`src/hw/rtl/lzwve_pkg.sv`:
```
// Shared types and constants of the LZW variable-width encoder.
package lzwve_pkg;

  localparam int unsigned MaxCodeWidthDefault = 12;
  localparam int unsigned DictEntriesDefault  = 4096;

  localparam int unsigned CodeBusW   = 17;
  localparam int unsigned GenW       = 4;
  localparam int unsigned AccW       = 32;
  localparam int unsigned CntW       = 5;
  localparam int unsigned WidthW     = 5;

  localparam int unsigned CodeReset      = 'h100;
  localparam int unsigned CodeEnd        = 'h101;
  localparam int unsigned FirstFree      = 'h102;
  localparam int unsigned StartThreshold = 'h200;
  localparam int unsigned StartWidth     = 9;

  typedef enum logic [1:0] {
    CMD_CODE  = 2'd0,
    CMD_END   = 2'd1,
    CMD_FLUSH = 2'd2
  } cmd_kind_e;

  typedef struct packed {
    cmd_kind_e             kind;
    logic [WidthW-1:0]     width;
    logic [CodeBusW-1:0]   code;
  } pack_cmd_t;

endpackage

```
`src/hw/rtl/lzwve_if.sv`:
```


interface lzwve_out_if;
  logic       valid;
  logic       ready;
  logic [7:0] packed_byte;
  logic       run_last;
  logic       stream_end;

  modport source (output valid, output packed_byte, output run_last, output stream_end,
                  input ready);
  modport sink (input valid, input packed_byte, input run_last, input stream_end,
                output ready);
endinterface

```
`src/hw/rtl/lzwve_packer.sv`:
```
// Bit packer that turns variable-width codes into LSB-first bytes with end flags.
module lzwve_packer (
  input  logic                 clk_i,
  input  logic                 rst_ni,
  input  logic                 cmd_valid_i,
  output logic                 cmd_ready_o,
  input  lzwve_pkg::pack_cmd_t cmd_i,
  lzwve_out_if.source          out_o
);
  import lzwve_pkg::*;

  logic [AccW-1:0]     acc_q, acc_d;
  logic [CntW-1:0]     cnt_q, cnt_d;
  logic                end_q, end_d;
  logic                flush_q, flush_d;
  logic                ovalid_q, ovalid_d;
  logic [7:0]          byte_q, byte_d;
  logic                rl_q, rl_d;
  logic                se_q, se_d;
  logic                can_load;
  logic [CodeBusW-1:0] masked;

  assign can_load    = !ovalid_q || out_o.ready;
  assign cmd_ready_o = !end_q && (cnt_q < CntW'(16));

  always_comb begin
    for (int i = 0; i < CodeBusW; i++) begin
      masked[i] = cmd_i.code[i] & (i < int'(cmd_i.width));
    end
  end

  always_comb begin
    acc_d    = acc_q;
    cnt_d    = cnt_q;
    end_d    = end_q;
    flush_d  = flush_q;
    byte_d   = byte_q;
    rl_d     = rl_q;
    se_d     = se_q;
    ovalid_d = out_o.ready ? 1'b0 : ovalid_q;
    if (end_q) begin
      if (cnt_q >= CntW'(8)) begin
        if (can_load) begin
          ovalid_d = 1'b1;
          byte_d   = acc_q[7:0];
          rl_d     = (cnt_q < CntW'(16)) && !(flush_q && (cnt_q > CntW'(8)));
          se_d     = rl_d && flush_q;
          acc_d    = acc_q >> 8;
          cnt_d    = cnt_q - CntW'(8);
        end
      end else if (flush_q && (cnt_q != '0)) begin
        if (can_load) begin
          ovalid_d = 1'b1;
          byte_d   = acc_q[7:0];
          rl_d     = 1'b1;
          se_d     = 1'b1;
          acc_d    = '0;
          cnt_d    = '0;
          end_d    = 1'b0;
        end
      end else begin
        end_d = 1'b0;
        if (flush_q) begin
          acc_d = '0;
          cnt_d = '0;
        end
      end
    end else if (cnt_q >= CntW'(16)) begin
      if (can_load) begin
        ovalid_d = 1'b1;
        byte_d   = acc_q[7:0];
        rl_d     = 1'b0;
        se_d     = 1'b0;
        acc_d    = acc_q >> 8;
        cnt_d    = cnt_q - CntW'(8);
      end
    end else if (cmd_valid_i) begin
      case (cmd_i.kind)
        CMD_CODE: begin
          acc_d = acc_q | (AccW'(masked) << cnt_q);
          cnt_d = cnt_q + CntW'(cmd_i.width);
        end
        CMD_END: begin
          end_d   = 1'b1;
          flush_d = 1'b0;
        end
        CMD_FLUSH: begin
          end_d   = 1'b1;
          flush_d = 1'b1;
        end
        default: begin
          end_d = end_q;
        end
      endcase
    end
  end

  always_ff @(posedge clk_i or negedge rst_ni) begin
    if (!rst_ni) begin
      acc_q    <= '0;
      cnt_q    <= '0;
      end_q    <= 1'b0;
      flush_q  <= 1'b0;
      ovalid_q <= 1'b0;
      byte_q   <= '0;
      rl_q     <= 1'b0;
      se_q     <= 1'b0;
    end else begin
      acc_q    <= acc_d;
      cnt_q    <= cnt_d;
      end_q    <= end_d;
      flush_q  <= flush_d;
      ovalid_q <= ovalid_d;
      byte_q   <= byte_d;
      rl_q     <= rl_d;
      se_q     <= se_d;
    end
  end

  assign out_o.valid       = ovalid_q;
  assign out_o.packed_byte = byte_q;
  assign out_o.run_last    = rl_q;
  assign out_o.stream_end  = se_q;

endmodule

```
`src/flat_wrapper.sv`:
```
// flat-port wrapper written by rule: the top's interface ports become plain ports
module lzwve_packer_flat import lzwve_pkg::*;
  (clk_i, rst_ni, cmd_valid_i, cmd_ready_o, cmd_i, out_o_valid, out_o_packed_byte, out_o_run_last, out_o_stream_end, out_o_ready);
  lzwve_out_if out_o_i ();
  input  logic clk_i;
  input  logic rst_ni;
  input  logic cmd_valid_i;
  output logic cmd_ready_o;
  input  lzwve_pkg::pack_cmd_t cmd_i;
  output wire logic [$bits(out_o_i.valid)-1:0] out_o_valid;
  output wire logic [$bits(out_o_i.packed_byte)-1:0] out_o_packed_byte;
  output wire logic [$bits(out_o_i.run_last)-1:0] out_o_run_last;
  output wire logic [$bits(out_o_i.stream_end)-1:0] out_o_stream_end;
  input wire logic [$bits(out_o_i.ready)-1:0] out_o_ready;
  assign out_o_valid = out_o_i.valid;
  assign out_o_packed_byte = out_o_i.packed_byte;
  assign out_o_run_last = out_o_i.run_last;
  assign out_o_stream_end = out_o_i.stream_end;
  assign out_o_i.ready = out_o_ready;
  lzwve_packer u_core (.clk_i(clk_i), .rst_ni(rst_ni), .cmd_valid_i(cmd_valid_i), .cmd_ready_o(cmd_ready_o), .cmd_i(cmd_i), .out_o(out_o_i));
endmodule
```
`config.mk`:
```
export PLATFORM = sky130hd
export DESIGN_NAME = lzwve_packer_flat
export DESIGN_NICKNAME = d
export VERILOG_FILES = /design/src/hw/rtl/lzwve_pkg.sv /design/src/hw/rtl/lzwve_if.sv /design/src/hw/rtl/lzwve_packer.sv /design/src/flat_wrapper.sv
export SDC_FILE = /design/constraint.sdc
export NUM_CORES = 1
export LEC_CHECK = 0
export BUFFER_PORTS_ARGS = -buffer_cell sky130_fd_sc_hd__buf_2
export CAP_MARGIN = 15
export CORE_UTILIZATION = 40
export DETAILED_ROUTE_END_ITERATION = 10
export MAX_ROUTING_LAYER = met4
export PLACE_DENSITY_LB_ADDON = 0.25
export SKIP_CTS_REPAIR_TIMING = 1
export SLEW_MARGIN = 20
export SYNTH_ARGS = -nofsm -noshare
export SYNTH_HDL_FRONTEND = slang
export SYNTH_SLANG_ARGS = --single-unit
```
`constraint.sdc`:
```
create_clock -name clk_i -period 2.25 [get_ports clk_i]
set_input_delay 0.45 -clock clk_i [delete_from_list [all_inputs] [get_ports clk_i]]
set_output_delay 0.45 -clock clk_i [all_outputs]
set_load 0.03 [all_outputs]
```
# == Word level (Yosys, flattened, before mapping) ==
# Cells that the tools add are included.
# word_totals
register_bits,50
input_bits,28
output_inout_bits,12
word_cells,124
# classes
add_sub_neg,2
magnitude_cmp,21
n_eq_ne,5
shifts,1
mux,47
n_bitwise,20
n_reduce_logical,20
# ops
operator,n
2-to-1 mux 32 bit,9
2-to-1 mux 5 bit,9
"less-than comparator 4 x 5 -> 1 bit, first input constant",8
2-to-1 mux 8 bit,5
OR 32 bit,1
left shift 17 x 5 -> 32 bit,1
2-to-1 mux 1 bit,23
"less-than comparator 3 x 5 -> 1 bit, first input constant",4
bitwise AND 1 bit,17
"less-than comparator 1 x 5 -> 1 bit, first input constant",2
"less-than comparator 2 x 5 -> 1 bit, first input constant",2
"inequality test 4 bit, second input constant",2
AND reduction 4 bit,2
nonzero test 3 bit,2
adder 5 bit,1
">= comparator 5 x 4 -> 1 bit, second input constant",1
">= comparator 5 bit, second input constant",1
"greater-than comparator 5 x 4 -> 1 bit, second input constant",1
logical AND 1 bit,5
"less-than comparator 5 bit, first input constant",1
"less-than comparator 5 bit, second input constant",1
nonzero test 5 bit,1
"subtractor 5 x 4 -> 5 bit, second input constant",1
nonzero test 2 bit,2
11 further kinds,14

# == Depth between registers and ports, before layout ==
# Gate-level depths: netlist of run 1.
# depth
ltp_word,8
depth_mapped,10

# == Worst setup path after synthesis of run 1 ==
# OpenSTA, ideal clock, no wires.
# synth_timing
kind,flip-flop to flip-flop
start,reg u_core.cnt_q[3]
end,"reg u_core.byte_q[0], in the netlist u_core.out_o.packed_byte[0]"
setup_ps,125
arrival_time_ps,2335
slack_ps,-210
path_stages_with_launch,9
path_buffers,2
path_cell_list,dfrtp_1 -> clkbuf_1 -> clkinv_1 -> ha_1 -> clkbuf_1 -> and2_1 -> a21o_1 -> nor2_1 -> mux2_2
# synth_via
elab_chain_cells,4
word_cells_on_any_way,9
cone_classes,order compare (2); eq/ne (1); mux (2); reduce/logical (4)
# synth_lines
item,line,source
"start, declared",lzwve_packer.sv:13,"logic [CntW-1:0] cnt_q, cnt_d;"
"start signal, assigned",lzwve_packer.sv:110,cnt_q <= cnt_d;
"parallel branches: the longest is 4 deep, another holds >= comparator 5 x 4 -> 1 bit",-,
"end signal, assigned",lzwve_packer.sv:114,byte_q <= byte_d;
"end, declared",lzwve_packer.sv:17,"logic [7:0] byte_q, byte_d;"
# Several ways; the timed one is not identified.
# A chain may end at the register's enable or synchronous reset.

# == Final worst setup path of run 1 ==
# layout_timing
start,reg u_core.cnt_q[0]
end,reg u_core.acc_q[13]
# layout_via
elab_chain_cells,6
word_cells_on_any_way,17
cone_classes,order compare (2); eq/ne (2); shift (1); mux (6); bitwise (1); reduce/logical (5)
# layout_lines
item,line,source
left shift 17 x 5 -> 32 bit,lzwve_packer.sv:80,acc_d = acc_q | (AccW'(masked) << cnt_q);
OR 32 bit,lzwve_packer.sv:80,
2-to-1 mux 32 bit,lzwve_packer.sv:78,case (cmd_i.kind)
2-to-1 mux 32 bit,lzwve_packer.sv:77,end else if (cmd_valid_i) begin
2-to-1 mux 32 bit,lzwve_packer.sv:68,end else if (cnt_q >= CntW'(16)) begin
2-to-1 mux 32 bit,lzwve_packer.sv:41,if (end_q) begin
"end signal, assigned",lzwve_packer.sv:100,acc_q <= '0;
"end signal, assigned",lzwve_packer.sv:109,acc_q <= acc_d;
"end, declared",lzwve_packer.sv:12,"logic [AccW-1:0] acc_q, acc_d;"
# Parallel ways exist; a longest one is shown, timed or not. The select of a mux whose other input is x is not followed.

==> qor.yml, run 1 <==
total_power_mw: 7.860
fillers: 913
ir_drop_v: 0.001092
slew_viol_final: 0
worst_slack_ns: -0.09007
cap_violations: 0
seq_area_sq_um: 1252
synth.largest_area_cell: "dfrtp_1"
routabilityCongestion: 0.9304
endpoint_kind: "register"
grt_util_met1_pct: 39.06
final_util_pct: 54.73
cts_sinks: 50
dp.cells: 752
tritoncts.num_buffers: 5
reg2reg_setup_slack_ns: -0.09
drtAntennaViolNets: 0
r2r-start: "u_core.cnt_q[0]$_DFFE_PN0P_"
clock_latency_ns: 0.31
cts_tree: "built"
num_rows: 36
grt_overflow: 0
setup.worst_path.class: "register to register"
synth_edf_count: 0
yosysSeqAreaShare_pct: 29.99
via_per_inst: 6.238
failed_checks: "setup timing"
h-tree-depth: 2
finalClockSkew_ns: 0.01094
antenna_found_initial: 0
max_clock_freq_mhz: 427.3
hpwl_microns: 11640
crit_required_ns: 2.43
drive_gt1_share_pct: 31.71
diodes: 0
grt_pass1_vias: 4538
cp_max_fo: 5
grt.busiest_layer: "met2"
most-common-layout-cells: "buf_4, nand2_1, dfrtp_1"
syn_inst: 522
first_pass_iters: 5
root_buffer: "clkbuf_8"
setup_viol_count_final: 6
avgSynthCellArea_sq_um: 7.994
fin_setup_tns_ns: -0.2510
slew_headroom_pct: 56.94
grt_max_degree: 39
ys_ff_latch: 50
power_leakage_nw: 2.430
syn_nets: 559
final_cell_count_no_fill: 770
core_sq_um: 9955
worstMarginPinSlew_ns: 0.6458
ioPinCount: 40
layout_commonest_cell: "buf_4"
grtUsageTotal_pct: 29.19
finalHoldViolations: 0
port_buffers: 39
async_reset_ff_share_pct: 100.0
final_nets: 673
drtIter0Drc: 473
ys.flop_type: "dfrtp_1"
syn-cell-area_sq_um: 4173
startpoint_type: "register"
cts.clk_slew.worst_paths_ns: 0.10
die_w_microns: 104.1
period_needed_ns: 2.340
timing.rr.end: "u_core.acc_q[13]$_DFFE_PN0P_"
clock_path_buffers: 2
pre_cts_slack_ns: -0.2548
hp-class: "input port to asynchronous set/reset pin"
drt_wl_total_microns: 15400
multi_input_area_sq_um: 2816
initial_core_util_pct: 41.92
status: "complete, but fails checks"
grt_pass1_wl_microns: 24320
gr-usage-met2_pct: 44.10
grt.met3_usage_pct: 6.140
synth_top_area_share_pct: 29.99
ys_warn_count: 0
rsz0062_at_grt: "true"
route.detailed.drc: 0
vias: 4803
fin_crit_sh_pct: 104.0
critical_path_arrival_ns: 2.52
synth.area.top_cells: "dfrtp_1, nand2_1, o21ai_0"
ff2ff_path_depth: 6
dieArea_sq_um: 10840
power_per_cell_area_nw_per_um2: 1443
ys_types: 69
wire_per_inst_microns: 20.00
die_y_microns: 104.1
syn_to_final_growth_pct: 30.55
## synth_stat cells, drive strengths merged (6+ instances only)
library cell and count:
nand2 63, dfrtp 50, nor2 47, o21ai 42, a21oi 36, clkbuf 27, nand3 23, inv 18
mux2 14, mux2i 14, buf 12, nor3 10, a22oi 9, a31oi 9, o31ai 9, ha 8
o22ai 8, o211ai 7, o21a 7, a21o 6
## state kept, by name, indices dropped and copies added (netlist names)
signal	count
u_core.end_q	1
u_core.out_o.stream_end	1
u_core.out_o.valid	1
u_core.flush_q	1
u_core.acc_q	32
u_core.cnt_q	5
u_core.out_o.run_last	1
u_core.out_o.packed_byte	8
## per-layer routing
layer	up-vias	part of all wire, %
li1	2194	-
met1	2359	43
met2	204	45
met3	46	8.5
met4	0	3.7
met5	-	0
## power breakdown
part	switching (mW)	total (mW)	internal, mW
combinational	3.26	5.75	2.49
sequential	0.320	1.56	1.24
clock	0.336	0.556	0.220
total	3.92	7.86	3.94
## metrics by stage
stage | hold WS [ns] | instance area (sq um)
final | 0.1432 | 5448
after global placement | 0.4623 | 5155
after global routing | 0.1876 | 5448
after floorplan | 0.1544 | 4200
after detailed placement | 0.4660 | 5155
after CTS | 0.1598 | 5245
## cell families (layout without fill, tap and decap cells)
kind of cell / Yosys count / after routing / synth area share, %
compound gates: 200 / 200 / 33.49
xor+xnor: 3 / 3 / 0.6298
fa+ha+maj: 9 / 9 / 2.879
buf+inv: 58 / 173 / 5.487
flops: 50 / 50 / 29.99
mux: 31 / 31 / 8.935
simple gates: 171 / 171 / 18.59
## worst max-delay path, cell delays in order, from the launching register on
cell,delay (ns)
dfrtp_2,0.46
or4_4,0.51
nand3b_4,0.19
a22oi_4,0.31
o221ai_4,0.19
a222oi_1,0.42
o21ai_1,0.14
## final cells by class
type / count / share of cell area [%]
Timing Repair Buffer: 145 / 19.06
Inverter: 19 / 1.447
Sequential cell: 50 / 22.99
Clock inverter: 3 / 0.3904
Timing Repair inverter: 1 / 0.09187
Multi-Input combinational cell: 414 / 51.70
Clock buffer: 5 / 1.263
Tap cell: 133 / 3.055
## how the worst max path moves through the flow
| stage | from | to | slack [ns] | depth (start not counted) |
|---|---|---|---|---|
| finish | u_core.cnt_q[0]$_DFFE_PN0P_ | u_core.acc_q[13]$_DFFE_PN0P_ | -0.09 | 6 |
| global route | u_core.cnt_q[0]$_DFFE_PN0P_ | u_core.acc_q[13]$_DFFE_PN0P_ | -0.11 | 6 |
| CTS | u_core.cnt_q[0]$_DFFE_PN0P_ | u_core.acc_q[13]$_DFFE_PN0P_ | -0.14 | 6 |
| detailed placement | cmd_i[21] | u_core.acc_q[6]$_DFFE_PN0P_ | -0.25 | 7 |
| global placement | cmd_i[21] | u_core.acc_q[6]$_DFFE_PN0P_ | -0.24 | 7 |
| floorplan | cmd_i[18] | u_core.acc_q[6]$_DFFE_PN0P_ | -0.11 | 7 |
No activity file was read; power rests on OpenSTA's default activity.
==> run 2: changes to the inputs <==
ABC_AREA = 1   (was unset)
==> run 2 against run 1 <==
Net effect:
- the flow now finishes without violations
- first-iteration DRC count is 22% lower
- largest power group unchanged
- sequential share of layout area grew 2.7 points
- critical endpoint is now u_core.out_o.stream_end$_DFFE_PN0P_
- highest routed layer unchanged
- utilization decreased by 8.0 points
==> qor.yml, run 2 <==
status: "finished, final reports clean"
fin_setup_tns_ns: 0  # +0.2510 ns
async_reset_ff_share_pct: 100.0  # unchanged
top_register: "u_core.acc_q"
wire_per_inst_microns: 16.39  # -18%
finalHoldViolations: 0  # unchanged
crit_required_ns: 2.49  # +0.06 ns
slowest_delay_ns: 0.45  # -0.06 ns
hp-class: "input port to asynchronous set/reset pin"
drtAntennaViolNets: 0  # unchanged
cts_sinks: 50  # unchanged
power_per_cell_area_nw_per_um2: 1574  # +9.1%
yosysSeqAreaShare_pct: 28.84  # -1.1 points
wl_met1_microns: 6407  # -2.6%
slew_headroom_pct: 64.04  # +7.1 points
top_layer: "met4"
grt_max_degree: 53  # +36%
synthTopCellsByCount: "nand2_1, nand3_1, o21ai_0, inv_1, nor2_1"
startpoint_type: "register"
route.met3.wl_microns: 885  # -32%
grtUsageTotal_pct: 27.26  # -1.9 points
grt_pass1_wl_microns: 23650  # -2.8%
synth_top_area_share_pct: 28.84  # -1.1 points
drive_gt1_share_pct: 12.96  # -19 points
avgSynthCellArea_sq_um: 6.146  # -23%
root_buffer: "clkbuf_8"
cts.clk_slew.worst_paths_ns: 0.11  # about the same
met2_length_microns: 6797  # -2.0%
worstMarginPinSlew_ns: 0.5394  # -0.1064 ns
synth_edf_count: 0  # unchanged
critical_path_arrival_ns: 2.29  # -0.23 ns
num_rows: 37  # +2.8%
diodes: 0  # unchanged
route.detailed.drc: 0  # unchanged
worst_slack_ns: 0.2024  # +0.2925 ns
final_nets: 777  # +15%
grt_overflow: 0  # unchanged
most-common-layout-cells: "nand2_1, nand3_1, o21ai_0"
largest_register_ffs: 32  # unchanged
endpoint_kind: "register"
ys.flop_type: "dfrtp_1"
cts_tree: "built"
tritoncts.num_buffers: 5  # unchanged
routabilityCongestion: 0.9181  # -1.3%
ys_warn_count: 0  # unchanged
setup.worst_path.class: "register to register"
ys_types: 39  # -43%
first_pass_iters: 5  # unchanged
hpwl_microns: 10670  # -8.3%
core_sq_um: 10420  # +4.6%
antenna_found_initial: 0  # unchanged
die_y_microns: 106.2  # +1.9%
drtIter0Drc: 370  # -22%
initial_core_util_pct: 41.66  # -0.26 points
slew_viol_final: 0  # unchanged
cap_violations: 0  # unchanged
power_leakage_nw: 2.507  # +3.2%
layout_commonest_cell: "nand2_1"
via_per_inst: 5.523  # -11%
syn_nets: 743  # +33%
synth.largest_area_cell: "dfrtp_1"
synth.area.top_cells: "dfrtp_1, nand2_1, nand3_1"
port_buffers: 39  # unchanged
syn_to_final_growth_pct: 12.05
max_clock_freq_mhz: 488.4  # +14%
fin_crit_sh_pct: 91.00  # -13 points
die_w_microns: 106.2  # +1.9%
drt_wl_total_microns: 14370  # -6.7%
crit_chain: "clkinv_1, ha_1, nand2_1, inv_1, a21oi_1, inv_1, nor2_1, o21ai_0, o21ai_0"
grt_pass1_vias: 4625  # +1.9%
ys_ff_latch: 50  # unchanged
setup_viol_count_final: 0  # -6
period_needed_ns: 2.048  # -0.2925 ns
h-tree-depth: 2  # unchanged
clock_latency_ns: 0.32  # about the same
yosysMostFrequentCell: "nand2_1"
pre_cts_slack_ns: 0.1477  # +0.4025 ns
cp_max_fo: 5  # unchanged
finalClockSkew_ns: 0.01007  # -0.0008740 ns
cpMaxStageDelayCell: "dfrtp_1"
ioPinCount: 40  # unchanged
syn_inst: 706  # +35%
ir_drop_v: 0.0005684  # -48%
syn-cell-area_sq_um: 4339  # +4.0%
clock_path_buffers: 2  # unchanged
vias: 4844  # +0.85%
rsz0062_at_grt: "false"
dieArea_sq_um: 11270  # +3.9%
[run 2: through the flow]
step	instances	hold slack, ns	cell area, sq um	power (mW)	utilization [%]
after floorplan	706	0.1544	4339	5.359	-
after global placement	869	0.4504	4742	6.750	45.53
after detailed placement	869	0.4561	4742	6.877	45.53
after CTS	877	0.1059	4858	7.591	46.64
after global routing	877	0.1265	4862	8.332	46.68
final	877	0.09235	4862	7.652	46.68
[run 2: layout make-up]
class / count / area (sq um)
inverter: 68 / 255.2
multi-input combinational: 551 / 2645
clock inverter: 3 / 47.55
sequential: 50 / 1251
fill: 1119 / 5554
timing repair buffer: 64 / 424.2
tap: 136 / 170.2
clock buffer: 5 / 68.82
[run 2: cell families after synthesis]
family                   after synthesis  synth area share (%)
adder cells (fa/ha/maj)                9                 2.768
buffers and inverters                105                 10.32
AO/OA/AOI/OAI                        136                 17.68
AND/OR/NAND/NOR                      404                 39.99
XOR/XNOR                               2                0.4038
flip-flops                            50                 28.84
[run 2: power breakdown]
| group | internal, mW | switching, mW |
|---|---|---|
| Sequential | 1.31 | 0.308 |
| Clock | 0.338 | 0.355 |
| Combinational | 1.72 | 3.61 |
| Total | 3.37 | 4.28 |
[run 2: critical path: cells and delay by family, from the launching register on]
family / cells / cell delay, ns
AOI/OAI and AO/OA: 3 / 0.55
DFF: 1 / 0.45
and+or+nand+nor: 2 / 0.39
buffers and inverters: 3 / 0.30
adders and majority gates: 1 / 0.27
[run 2: path summary, 6_finish.rpt]
path | from | endpoint | slack, ns | cells after the start
max | u_core.cnt_q[4]$_DFFE_PN0P_ | u_core.out_o.stream_end$_DFFE_PN0P_ | 0.20 | 9
min | rst_ni | u_core.acc_q[18]$_DFFE_PN0P_ | 0.09 | 1
max reg2reg | u_core.cnt_q[4]$_DFFE_PN0P_ | u_core.out_o.stream_end$_DFFE_PN0P_ | 0.20 | 9
min reg2reg | u_core.out_o.run_last$_DFFE_PN0P_ | u_core.out_o.run_last$_DFFE_PN0P_ | 0.48 | 2
max in group asynchronous | rst_ni | u_core.cnt_q[3]$_DFFE_PN0P_ | 1.58 | 2
min in group clk_i | cmd_valid_i | u_core.end_q$_DFF_PN0_ | 0.45 | 3
[run 2: layer usage]
layer	vias to the layer above	GRT usage, %
met5	-	-
met4	0	7.044
met3	26	2.759
met2	178	44.43
met1	2259	36.15
li1	2381	-
